$ cat config.mk
export PLATFORM = sky130hd
export DESIGN_NAME = rtffc_ctrl
export DESIGN_NICKNAME = d
export VERILOG_FILES = /design/src/rtffc_pkg.sv /design/src/rtffc_ctrl.sv
export SDC_FILE = /design/constraint.sdc
export NUM_CORES = 1
export LEC_CHECK = 0
export BUFFER_PORTS_ARGS = -buffer_cell sky130_fd_sc_hd__buf_2
export CORE_AREA = 10 10 47 49
export DETAILED_ROUTE_END_ITERATION = 10
export DIE_AREA = 0 0 57 59
export PLACE_DENSITY = 0.53
export SKIP_LAST_GASP = 1
export SLEW_MARGIN = 10
export SYNTH_ARGS = -nofsm -noshare
export SYNTH_HDL_FRONTEND = slang
export SYNTH_SLANG_ARGS = --single-unit
$ cat constraint.sdc
create_clock -name clk -period 2.61 [get_ports clk]
set_clock_uncertainty 0.15 [all_clocks]
set_input_delay 0.3915 -clock clk [delete_from_list [all_inputs] [get_ports clk]]
set_output_delay 0.3915 -clock clk [all_outputs]
set_load 0.05 [all_outputs]
$ cat src/rtffc_pkg.sv
// Package for the region table carver: command, status and kind codes,
// controller/datapath handshake structs and the firmware kind mapping.
// No dependencies.
package rtffc_pkg;

	localparam int ADDR_W = 49;
	localparam int BASE_W = 48;
	localparam int VA_W   = 64;
	localparam int USED_W = 7;

	localparam logic [ADDR_W-1:0] ADDR_MAX        = {ADDR_W{1'b1}};
	localparam logic [ADDR_W-1:0] ZERO_BASE_SUBST = 49'h2000;

	typedef enum logic [1:0] {
		CMD_CLEAR   = 2'd0,
		CMD_LOAD    = 2'd1,
		CMD_RESERVE = 2'd2,
		CMD_NOP     = 2'd3
	} cmd_t;

	typedef enum logic [1:0] {
		RES_OK    = 2'd0,
		RES_FULL  = 2'd1,
		RES_NOFIT = 2'd2
	} res_status_t;

	typedef enum logic [2:0] {
		KIND_USABLE     = 3'd0,
		KIND_ACPI_TABLE = 3'd2,
		KIND_ACPI_NVS   = 3'd3,
		KIND_RESERVED   = 3'd4,
		KIND_ALLOCATED  = 3'd5
	} kind_t;

	// firmware map type codes
	localparam logic [2:0] FW_USABLE      = 3'd0;
	localparam logic [2:0] FW_ACPI_RECLM  = 3'd2;
	localparam logic [2:0] FW_ACPI_NVS    = 3'd3;
	localparam logic [2:0] FW_ALLOC_A     = 3'd5;
	localparam logic [2:0] FW_ALLOC_B     = 3'd7;

	typedef enum logic [2:0] {
		S_IDLE,
		S_EXEC,
		S_SCAN,
		S_ROUND,
		S_SPLIT,
		S_APPEND,
		S_FINISH
	} state_t;

	typedef struct packed {
		logic in_ready;
		logic exec;
		logic scan_start;
		logic scan_run;
		logic take_hit;
		logic scan_miss;
		logic round;
		logic wr_split;
		logic wr_new;
		logic finish;
	} ctrl_cmd_t;

	typedef struct packed {
		logic in_fire;
		logic is_reserve;
		logic hit;
		logic full;
		logic done;
		logic out_free;
	} dp_stat_t;

	function automatic kind_t map_kind(input logic [2:0] code);
		kind_t k;
		case (code) inside
			FW_USABLE:              k = KIND_USABLE;
			FW_ACPI_RECLM:          k = KIND_ACPI_TABLE;
			FW_ACPI_NVS:            k = KIND_ACPI_NVS;
			FW_ALLOC_A, FW_ALLOC_B: k = KIND_ALLOCATED;
			default:                k = KIND_RESERVED;
		endcase
		return k;
	endfunction

	function automatic logic kind_raises(input kind_t k);
		return (k == KIND_USABLE) || (k == KIND_ALLOCATED);
	endfunction

endpackage

$ cat src/rtffc_ctrl.sv
// Sequencer of the region table carver: steps the datapath through
// execute, scan, carve and result phases. Depends on rtffc_pkg.
module rtffc_ctrl import rtffc_pkg::*; (
	input  logic      clk,
	input  logic      arst_n,
	input  dp_stat_t  stat,
	output ctrl_cmd_t cmd
);

	state_t state_q, state_d;

	always_ff @(posedge clk or negedge arst_n) begin
		if (!arst_n) begin
			state_q <= S_IDLE;
		end else begin
			state_q <= state_d;
		end
	end

	always_comb begin
		state_d = state_q;
		case (state_q)
			S_IDLE: begin
				if (stat.in_fire) state_d = S_EXEC;
			end
			S_EXEC: begin
				state_d = stat.is_reserve ? S_SCAN : S_FINISH;
			end
			S_SCAN: begin
				if (stat.hit) begin
					state_d = stat.full ? S_FINISH : S_ROUND;
				end else if (stat.done) begin
					state_d = S_FINISH;
				end
			end
			S_ROUND:  state_d = S_SPLIT;
			S_SPLIT:  state_d = S_APPEND;
			S_APPEND: state_d = S_FINISH;
			S_FINISH: begin
				if (stat.out_free) state_d = S_IDLE;
			end
			default: state_d = S_IDLE;
		endcase
	end

	always_comb begin
		cmd = '0;
		case (state_q)
			S_IDLE: cmd.in_ready = 1'b1;
			S_EXEC: begin
				cmd.exec       = 1'b1;
				cmd.scan_start = stat.is_reserve;
			end
			S_SCAN: begin
				cmd.scan_run  = 1'b1;
				cmd.take_hit  = stat.hit;
				cmd.scan_miss = stat.done && !stat.hit;
			end
			S_ROUND:  cmd.round    = 1'b1;
			S_SPLIT:  cmd.wr_split = 1'b1;
			S_APPEND: cmd.wr_new   = 1'b1;
			S_FINISH: cmd.finish   = stat.out_free;
			default: cmd = '0;
		endcase
	end

endmodule

# Yosys cells after proc, flatten, opt, wreduce, memory -nomap -nowiden

Cells that the tools add are included.

Output and inout bits: 10
Logic and storage cells: 28
Register bits: 3

Reduce and logical (&&, ||, !) cells: 4
Muxes and demuxes: 14
Eq/ne operators: 9

Operator list:

| operator           | count |
|---|---|
| $mux 3             | 7 |
| $pmux 3 s7         | 1 |
| $eq 3x3->1 const B | 3 |
| $eq 3x2->1 const B | 2 |
| $mux 1             | 5 |
| $ne 2x2->1 const B | 2 |
| $eq 3x1->1 const B | 1 |
| $logic_not 3->1    | 1 |
| $ne 3x3->1 const B | 1 |
| $reduce_and 3->1   | 1 |
| $mux 2             | 1 |
| $logic_and 1x1->1  | 1 |
| $logic_not 1->1    | 1 |

# Longest topological paths before layout

Gate-level depths: netlist of run 1.

Word-level depth: 3
Depth in mapped cells: 4

# Worst setup path after synthesis of run 1

OpenSTA, ideal clock, no wires.

Path kind: reg-to-output
From: register state_q[1]
To: output port cmd[7] (netlist bit)
Path buffers: 1
Arrival: 1911 ps
Cell stages (with the launch flop): 5
Setup slack: 158 ps
Data required time: 2069 ps
Path through: dfrtp_1 > buf_6 > nand2b_1 > nor2_1 > and2_1

RTL lines:

| what                   | RTL line         | text |
|---|---|---|
| start, declared        | rtffc_ctrl.sv:10 | `state_t state_q, state_d;` |
| start signal, assigned | rtffc_ctrl.sv:16 | `state_q <= state_d;` |
| end, declared          | rtffc_ctrl.sv:7  | `output ctrl_cmd_t cmd` |

==> results.ini, run 1 <==
[place]
placed_cell_area_sq_um = 362
dp_hpwl_microns = 646
io_buffers = 17
dpl_worst_slack_ps = 865
gp_congestion = 0.706

[floorplanning]
start_util_pct = 20.0
die-height_microns = 59
io_pins = 18
rows = 14
die_area_sq_um = 3360
core_sq_um = 1400
die_w_microns = 57

[setup_path]
reg2reg_from = state_q[0]$_DFFE_PN0P_
worstSetupStartpointType = flop
cp_num_buf_inv = 1
crit_required_ps = 2070
worstPathArrival_ps = 1450
path_max_fanout = 11
path_cells = nand2b_1, nor2_1, and2_1, buf_2
reg2reg_to = state_q[2]$_DFFE_PN0P_
crit_type = reg -> out
cp_slowest_cell = dfrtp_1
worst_path_dominant_cell_family = flip-flops
rr_worst_depth = 3
crit_path_end_kind = primary output
cpPeakStageDelay_ps = 480
r2r_slack_ps = 1160

[logic_synthesis]
syn_avg_cell_area_sq_um = 7.79
synth_warnings = 0
synthSimpleGateAreaFrac_pct = 48.7
synth.net_count = 44
synth_top_family_by_area = simple AND/OR/NAND/NOR gates
synth_cell_types = 21
synth_mux_area_share_pct = 0
syn-cell-area_sq_um = 280
synth-compound-area-share_pct = 13.4
yosys.area_share.adder_pct = 0
ys_ff_latch = 3
synth_xor_area_share_pct = 0
syn_inst = 36
seq_area_frac_synth_pct = 26.8

[grt]
grt_overflow = 0
grtUsageTotal_pct = 5.32
grt_max_degree = 12
grt_pass1_wl_microns = 1340
antenna_found_initial = 0
grt_pass1_vias = 324

[sta]
fin_ws_ps = 615
finalHoldViolations = 0
worstMarginPinSlew_ps = 330
slew_headroom_pct = 78.0
setup_tns_ps = 0
setup_viol = 0
period_share_pct = 76.4
max_freq_mhz = 501
finalMaxSlewViolations = 0
rsz0062_at_grt = false
fin_crit_ps = 1990

[route]
drtPass1Iterations = 4
route.detailed.drc = 0
vias = 308
routed_wl_microns = 811
ant_nets = 0
avgViaCountPerCell = 4.34
wire_per_inst_microns = 11.4
drt-initial-drc-count = 3

[clocking]
clk_latency_ps = 230
cts-root-buf = clkbuf_4
path_clk_slew_ps = 30
clockBufferDepth = 2
cts_tree = yes
cts_setup_buffers = 0
cts_made_buffers = 3
clock-sinks = 3
htreeDepth = 1

[final_layout]
nets = 64
drive_gt1_share_pct = 41.8
multi_input_area_sq_um = 174
regArea_sq_um = 75.1
antenna_cells = 0
syn_to_final_growth_pct = 42.0
largestRegisters = state_q: 3 flops
layout_common_cells = 17 x buf_2, 6 x nor2_1, 4 x nand2_1
top_register = state_q
mostFrequentLayoutCell = buf_2
largest_reg_flops = 3
n_fill_cell = 170
finalInstanceArea_sq_um = 398

[power_and_ir_drop]
power_w = 0.000588
powerDensity_nw_per_um2 = 1480
leakage_nw = 0.224
peakVddDrop_mv = 0.593

[run]
maxCapViolCount = 0

[hold_path]
holdPathStages = 2
min_from = stat[0]
worstHoldPathType = in -> reg
whs_endpoint = state_q[2]$_DFFE_PN0P_

[run_status]
run_status = finished, final reports clean

==> area by class of cell <==
cell class	instances	area share, %
timing repair buffer	18	23.9
inverter	2	1.89
tap	16	5.03
multi-input combinational	28	43.7
sequential	3	18.9
clock buffer	4	6.60
==> where the power goes <==
group | leakage (nW) | internal [W] | total, W | switching (W)
registers | 0.0365 | 0.0000700 | 0.000134 | 0.0000637
clock network | 0.0150 | 0.0000573 | 0.0000813 | 0.0000240
logic | 0.172 | 0.000120 | 0.000373 | 0.000253
total | 0.224 | 0.000248 | 0.000588 | 0.000340
==> metal layers <==
layer | vias to the layer above | part of all wire [%] | global-route usage [%] | routed length (microns)
met3 | 0 | 17 | 6.44 | 137
met4 | 0 | 0 | 4.03 | 0
li1 | 162 | - | - | -
met2 | 15 | 41 | 6.20 | 331
met1 | 131 | 42 | 4.87 | 342
met5 | - | 0 | 0 | 0
==> synthesized netlist by cell type, drive strengths merged <==
library cell | number | area (sq um)
a31oi | 1 | 6.26
nand3b | 1 | 7.51
and3 | 3 | 18.8
nor3 | 2 | 10.0
o32a | 1 | 10.0
nand2b | 3 | 26.3
and2 | 1 | 6.26
or2 | 1 | 8.76
o32ai | 1 | 8.76
dfrtp | 3 | 75.1
buf | 3 | 23.8
or3b | 1 | 8.76
nor4 | 1 | 6.26
nor2 | 6 | 22.5
nand2 | 4 | 15.0
nor2b | 1 | 6.26
inv | 2 | 7.51
o31ai | 1 | 12.5
==> worst max-delay path by stage <==
stage / start / endpoint / slack (ps) / cells after the start
floorplan: state_q[1]$_DFFE_PN0P_ / cmd[7] / 160 / 4
global placement: state_q[1]$_DFFE_PN0P_ / cmd[7] / 870 / 4
detailed placement: state_q[2]$_DFFE_PN0P_ / cmd[4] / 870 / 4
CTS: state_q[1]$_DFFE_PN0P_ / cmd[7] / 600 / 4
global route: state_q[1]$_DFFE_PN0P_ / cmd[7] / 500 / 4
finish: state_q[1]$_DFFE_PN0P_ / cmd[7] / 620 / 4
==> logic make-up after synthesis <==
group | Yosys count
AO/OA/AOI/OAI | 4
buffers and inverters | 5
flip-flops | 3
AND/OR/NAND/NOR | 24
==> timing repair <==
item	CTS	global route
hold endpoints to repair	3	0
gates resized for setup	0	0
hold buffers	1	0
==> stage by stage <==
step                      utilization (%)  instances  hold WS [ps]
after floorplan                         -         36         -54.1
after global placement               25.8         66          40.8
after detailed placement             25.8         66          44.4
after CTS                            28.4         71           209
after global routing                 28.4         71           205
final                                28.4         71           213
Power figures use the tool's default switching activity.
==> inputs of run 2 (changes only) <==
==> constraint.sdc (replaced) <==
create_clock -name clk -period 1.9 [get_ports clk]
set_clock_uncertainty 0.15 [all_clocks]
set_input_delay 0.285 -clock clk [delete_from_list [all_inputs] [get_ports clk]]
set_output_delay 0.285 -clock clk [all_outputs]
set_load 0.05 [all_outputs]
==> run 2 against run 1 <==
  * Worst setup slack worse by 560 ps
  * Die area unchanged
  * Critical path depth unchanged
==> results.ini, run 2 (synthesis gave the netlist of run 1 again) <==
[power_and_ir_drop]
powerDensity_nw_per_um2 = 2010  ; was 1480 nW/um^2
power_w = 0.000839  ; was 0.000588 W
leakage_nw = 0.221  ; was 0.224 nW
peakVddDrop_mv = 0.667  ; was 0.593 mV

[sta]
fin_crit_ps = 1840
worstMarginPinSlew_ps = 360  ; was 330 ps
max_freq_mhz = 543
setup_viol = 0  ; unchanged
finalMaxSlewViolations = 0  ; unchanged
period_share_pct = 97.0
rsz0062_at_grt = true  ; was false
slew_headroom_pct = 76.0  ; was 78.0%
fin_ws_ps = 57.2  ; was 615 ps
finalHoldViolations = 0  ; unchanged
hold-worst-slack_ps = 116  ; was 213 ps

[floorplanning]
io_pins = 18  ; unchanged
die-height_microns = 59  ; unchanged
die_area_sq_um = 3360  ; unchanged
die_w_microns = 57  ; unchanged
start_util_pct = 20.0  ; unchanged
core_sq_um = 1400  ; unchanged
rows = 14  ; unchanged

[route]
drt-initial-drc-count = 5  ; was 3
vias = 319  ; was 308
wire_per_inst_microns = 12.3  ; was 11.4 microns
avgViaCountPerCell = 4.49  ; was 4.34
drtPass1Iterations = 4  ; unchanged
routed_wl_microns = 870  ; was 811 microns
ant_nets = 0  ; unchanged
route.detailed.drc = 0  ; unchanged

[clocking]
clockBufferDepth = 2  ; unchanged
htreeDepth = 1  ; unchanged
path_clk_slew_ps = 40  ; was 30 ps
cts-root-buf = clkbuf_4  ; unchanged
cts_made_buffers = 3  ; unchanged
clk_latency_ps = 240  ; was 230 ps
clock-sinks = 3  ; unchanged
cts_setup_buffers = 0  ; unchanged
cts_tree = yes  ; unchanged

[grt]
grt_max_degree = 12  ; unchanged
antenna_found_initial = 0  ; unchanged
grt_pass1_wl_microns = 1350  ; was 1340 microns
grt_pass1_vias = 324  ; unchanged
grt_overflow = 0  ; unchanged
grtUsageTotal_pct = 5.24  ; was 5.32%

[final_layout]
largest_reg_flops = 3  ; unchanged
layout_common_cells = 15 x buf_2, 5 x clkbuf_4, 4 x nor2_1, 4 x nand2_1  ; was 17 x buf_2, 6 x nor2_1, 4 x nand2_1
mostFrequentLayoutCell = buf_2  ; unchanged
antenna_cells = 0  ; unchanged
n_fill_cell = 168  ; was 170
top_register = state_q  ; unchanged
syn_to_final_growth_pct = 48.7  ; was 42.0%
drive_gt1_share_pct = 52.7  ; was 41.8%
regArea_sq_um = 77.6  ; was 75.1 sq um
nets = 64  ; unchanged
largestRegisters = state_q: 3 flops  ; unchanged
multi_input_area_sq_um = 185  ; was 174 sq um

[setup_path]
path_max_fanout = 11  ; unchanged
worstSetupStartpointType = flop  ; unchanged
crit_type = reg -> out  ; unchanged
crit_path_end_kind = primary output  ; unchanged
crit_required_ps = 1460  ; was 2070 ps
worstPathArrival_ps = 1410  ; was 1450 ps

[place]
gp_congestion = 0.660  ; was 0.706
io_buffers = 17  ; unchanged
dpl_worst_slack_ps = 254  ; was 865 ps
dp_hpwl_microns = 680  ; was 646 microns

[run_status]
run_status = finished, final reports clean  ; unchanged

[hold_path]
worstHoldPathType = in -> reg  ; unchanged

[run]
maxCapViolCount = 0  ; unchanged

==> run 2: timing repair <==
action / in CTS / in global routing
resized for setup: 0 / 4
hold endpoints to repair: 3 / 0
setup endpoints to repair: 0 / 3
hold buffers: 1 / 0
==> run 2: per-layer routing <==
metal | share of wire (%) | track usage (%)
met3 | 13 | 5.15
met2 | 37 | 5.74
met1 | 50 | 6.44
met5 | 0 | 0
met4 | 0 | 2.01
==> run 2: report_power, final <==
group / total [W] / switching (W) / internal [W]
Sequential: 0.000197 / 0.0000960 / 0.000101
Clock: 0.000115 / 0.0000356 / 0.0000789
Combinational: 0.000528 / 0.000355 / 0.000172
==> run 2: metrics by stage <==
stage | TNS (ps) | area [sq um] | utilization [%] | std cells
2_1_floorplan | -390 | 292 | - | 36
3_3_place_gp | 0 | 373 | 26.6 | 66
3_5_place_dp | 0 | 373 | 26.6 | 66
4_1_cts | 0 | 409 | 29.2 | 71
5_1_grt | -35.1 | 417 | 29.7 | 71
6_report | 0 | 417 | 29.7 | 71
==> run 2: worst paths after layout <==
path,startpoint,to,slack [ps],cells past startpoint
min in group asynchronous,arst_n,state_q[2]$_DFFE_PN0P_,220,2
max in group asynchronous,arst_n,state_q[1]$_DFFE_PN0P_,1260,2
max reg2reg,state_q[0]$_DFFE_PN0P_,state_q[2]$_DFFE_PN0P_,440,3
min,stat[0],state_q[2]$_DFFE_PN0P_,120,2
max,state_q[0]$_DFFE_PN0P_,cmd[7],60,4
min reg2reg,state_q[1]$_DFFE_PN0P_,state_q[1]$_DFFE_PN0P_,510,2
==> run 2: critical path: stages (launching register included) <==
cell and delay [ps]:
dfrtp_1 550, nand2b_1 160, nor2_2 110, and2_1 130, clkbuf_4 220
==> run 2: area by class of cell <==
cell class	count	area share, %
Inverter	2	1.80
Tap cell	16	4.80
Clock buffer	4	6.31
Timing Repair Buffer	18	24.0
Multi-Input combinational cell	28	44.4
Sequential cell	3	18.6
==> inputs of run 3 (changes only) <==
--- a/config.mk
+++ b/config.mk
@@ -5,13 +5,15 @@
 export SDC_FILE = /design/constraint.sdc
 export NUM_CORES = 1
 export LEC_CHECK = 0
+export ABC_AREA = 1
 export BUFFER_PORTS_ARGS = -buffer_cell sky130_fd_sc_hd__buf_2
 export CORE_AREA = 10 10 47 49
 export DETAILED_ROUTE_END_ITERATION = 10
 export DIE_AREA = 0 0 57 59
-export PLACE_DENSITY = 0.53
+export PLACE_DENSITY = 0.54
 export SKIP_LAST_GASP = 1
 export SLEW_MARGIN = 10
 export SYNTH_ARGS = -nofsm -noshare
 export SYNTH_HDL_FRONTEND = slang
 export SYNTH_SLANG_ARGS = --single-unit
+export TNS_END_PERCENT = 5
==> run 3 against run 2 <==
  * Sequential share of layout area down 1.8 points
  * Synthesized area up 6.7%
  * Worst hold slack better by 120 ps
  * Critical path type unchanged
  * Register-to-register slack better by 130 ps
  * Design area up 6.9%
  * Combinational power up 11%
  * Routed wire length down 6.6%
  * Critical endpoint is now cmd[2]
  * Core utilization up 2.1 points
  * Worst setup slack better by 57 ps
  * Global-route usage down 0.093 points
  * Via count up 9.1%
  * Highest routed layer unchanged
  * Power up 0.38%
==> results.ini, run 3 <==
[clocking]
clockBufferDepth = 2  ; unchanged
htreeDepth = 1  ; unchanged
cts_made_buffers = 3  ; unchanged
cts_setup_buffers = 0  ; unchanged
cts_tree = yes  ; unchanged
cts-root-buf = clkbuf_4  ; unchanged
ctsHoldBuffers = 1  ; unchanged
path_clk_slew_ps = 30  ; was 40 ps
clock-sinks = 3  ; unchanged
clk_latency_ps = 220  ; was 240 ps
postCtsResizedCells = 0  ; unchanged

[sta]
period_share_pct = 94.0  ; was 97.0%
finalMaxSlewViolations = 0  ; unchanged
fin_crit_ps = 1790  ; was 1840 ps
rsz0062_at_grt = false  ; was true
worstMarginPinSlew_ps = 242  ; was 360 ps
hold-worst-slack_ps = 233  ; was 116 ps
finalHoldViolations = 0  ; unchanged
setup_viol = 0  ; unchanged
max_freq_mhz = 560  ; was 543 MHz
slew_headroom_pct = 83.8  ; was 76.0%

[power_and_ir_drop]
peakVddDrop_mv = 0.560  ; was 0.667 mV
leakage_nw = 0.287  ; was 0.221 nW
power.internal_w = 0.000322  ; was 0.000352 W
p_comb_share_pct = 69.9  ; was 62.9%
p_sw_w = 0.000520  ; was 0.000487 W
switching_share_pct = 61.7  ; was 58.1%
p_clk_share_pct = 12.7  ; was 13.7%
power_w = 0.000842  ; was 0.000839 W
powerDensity_nw_per_um2 = 1890  ; was 2010 nW/um^2
seqPwrFrac_pct = 17.4  ; was 23.5%

[route]
routed_wl_microns = 813  ; was 870 microns
route.detailed.drc = 0  ; unchanged
drtPass1Iterations = 3  ; was 4
avgViaCountPerCell = 3.95  ; was 4.49
wire_per_inst_microns = 9.24  ; was 12.3 microns
ant_nets = 0  ; unchanged
vias = 348  ; was 319
drt-initial-drc-count = 1  ; was 5

[logic_synthesis]
synthSimpleGateAreaFrac_pct = 53.6  ; was 48.7%
synth_mux_area_share_pct = 0  ; unchanged
ys_async_sr_fraction_pct = 100  ; unchanged
synth-edff-count = 0  ; unchanged
seq_area_frac_synth_pct = 25.1  ; was 26.8%
synth.top_cell.area_share_pct = 25.1  ; was 26.8%
synth_top_family_by_area = simple AND/OR/NAND/NOR gates  ; unchanged
synth_common_cells = 12 x inv_1, 10 x nor2_1, 8 x nand2_1  ; was 6 x nor2_1, 4 x nand2_1, 3 x and3_1, 3 x dfrtp_1
syn-cell-area_sq_um = 299  ; was 280 sq um
syn_inst = 50  ; was 36
synth_warnings = 0  ; unchanged
synthFlopType = dfrtp_1  ; unchanged
ys_ff_latch = 3  ; unchanged
yosysMostFrequentCell = inv_1  ; was nor2_1
synth-compound-area-share_pct = 3.77  ; was 13.4%
synthTopCellsByArea = dfrtp_1 25%, inv_1 15%, nor2_1 13%  ; was dfrtp_1 27%, nor2_1 8.0%, and3_1 6.7%
syn_avg_cell_area_sq_um = 5.98  ; was 7.79 sq um
yosys.area_share.adder_pct = 0  ; unchanged
synth_cell_types = 15  ; was 21
yosysTopAreaCell = dfrtp_1  ; unchanged
synth_xor_area_share_pct = 0  ; unchanged
synth.net_count = 58  ; was 44

[hold_path]
worstHoldPathType = in -> async  ; was in -> reg

[setup_path]
crit_path_end_kind = primary output  ; unchanged
crit_type = reg -> out  ; unchanged
rr_worst_depth = 5  ; was 3
crit_required_ps = 1460  ; about the same
reg2reg_from = state_q[0]$_DFFE_PN0P_  ; unchanged
reg2reg_to = state_q[0]$_DFFE_PN0P_  ; was state_q[2]$_DFFE_PN0P_
worstSetupStartpointType = flop  ; unchanged
r2r_slack_ps = 570  ; was 440 ps
crit_end = cmd[2]  ; was cmd[7]
path_max_fanout = 6  ; was 11
cp-startpoint = state_q[0]$_DFFE_PN0P_  ; unchanged
worstPathArrival_ps = 1350  ; was 1410 ps

[final_layout]
top_register = state_q  ; unchanged
drive_gt1_share_pct = 40.3  ; was 52.7%
antenna_cells = 0  ; unchanged
largestRegisters = state_q: 3 flops  ; unchanged
mostFrequentLayoutCell = buf_2  ; unchanged
finalInstanceArea_sq_um = 445  ; was 417 sq um
nets = 81  ; was 64
final_cells = 88  ; was 71
syn_to_final_growth_pct = 49.0  ; was 48.7%
final_util_pct = 31.8  ; was 29.7%
layout_common_cells = 17 x buf_2, 12 x inv_1, 10 x nor2_1  ; was 15 x buf_2, 5 x clkbuf_4, 4 x nor2_1, 4 x nand2_1
largest_reg_flops = 3  ; unchanged

[floorplanning]
io_pins = 18  ; unchanged
die_area_sq_um = 3360  ; unchanged
die_w_microns = 57  ; unchanged
start_util_pct = 21.3  ; was 20.0%
rows = 14  ; unchanged
die-height_microns = 59  ; unchanged
core_sq_um = 1400  ; unchanged

[place]
dp_cells = 83  ; was 66
gp_congestion = 0.694  ; was 0.660
dp_hpwl_microns = 711  ; was 680 microns
io_buffers = 17  ; unchanged
placed_cell_area_sq_um = 409  ; was 373 sq um

[run]
maxCapViolCount = 0  ; unchanged

[run_status]
run_status = finished, final reports clean  ; unchanged

[grt]
grt_max_degree = 9  ; was 12
grt_pass1_vias = 337  ; was 324
grt_pass1_wl_microns = 1390  ; was 1350 microns
grtUsageTotal_pct = 5.14  ; was 5.24%
antenna_found_initial = 0  ; unchanged
grt_overflow = 0  ; unchanged

run 3: changes by cell type after synthesis, sizes merged, moves of 4 or more:
cell / delta
nand2: +6
inv: +12
nand3: +4
nor2: +7
run 3: worst max-delay path, stage by stage, from the launching register on:
cell and delay [ps]:
dfrtp_1 440, nor2_1 250, inv_1 90, nor2_1 80, buf_2 260
run 3: kinds of logic after synthesis:
group | after synthesis
DFF | 3
and+or+nand+nor | 31
buffers and inverters | 14
AOI/OAI and AO/OA | 2
run 3: area by class of cell:
class,count,area (sq um)
inverters,14,52.6
multi-input cells,33,176
flip-flops and latches,3,75.1
repair buffers,18,95.1
fillers,168,956
clock buffers,4,26.3
well taps,16,20.0
run 3: how the worst min path moves through the flow:
stage                      start                endpoint  slack, ps  cells after the start
after detailed placement  arst_n  state_q[0]$_DFFE_PN0P_        -70                      1
after global placement    arst_n  state_q[2]$_DFFE_PN0P_        -70                      1
after floorplan           arst_n  state_q[0]$_DFFE_PN0P_       -160                      0
after global routing      arst_n  state_q[1]$_DFFE_PN0P_        240                      2
after CTS                 arst_n  state_q[1]$_DFFE_PN0P_        230                      2
final                     arst_n  state_q[1]$_DFFE_PN0P_        230                      2
run 3: stage by stage:
step,TNS (ps),setup slack [ps]
finish,0,114
global route,0,3.09
CTS,0,96.3
detailed placement,0,344
global placement,0,341
floorplan,-319,-239
run 3: power by group through the flow:
stage                     Sequential (W)  Clock [W]  Combinational, W
final                           0.000147   0.000107          0.000588
after global routing            0.000156   0.000114          0.000642
after CTS                       0.000147   0.000111          0.000597
after detailed placement        0.000147          0          0.000595
after global placement          0.000149          0          0.000597
after floorplan                 0.000140          0          0.000479
run 3: per-layer routing:
metal	part of all wire (%)	global-route usage [%]
met1	44	5.23
met2	47	7.75
met5	0	0
met4	0	4.03
met3	9.2	2.79
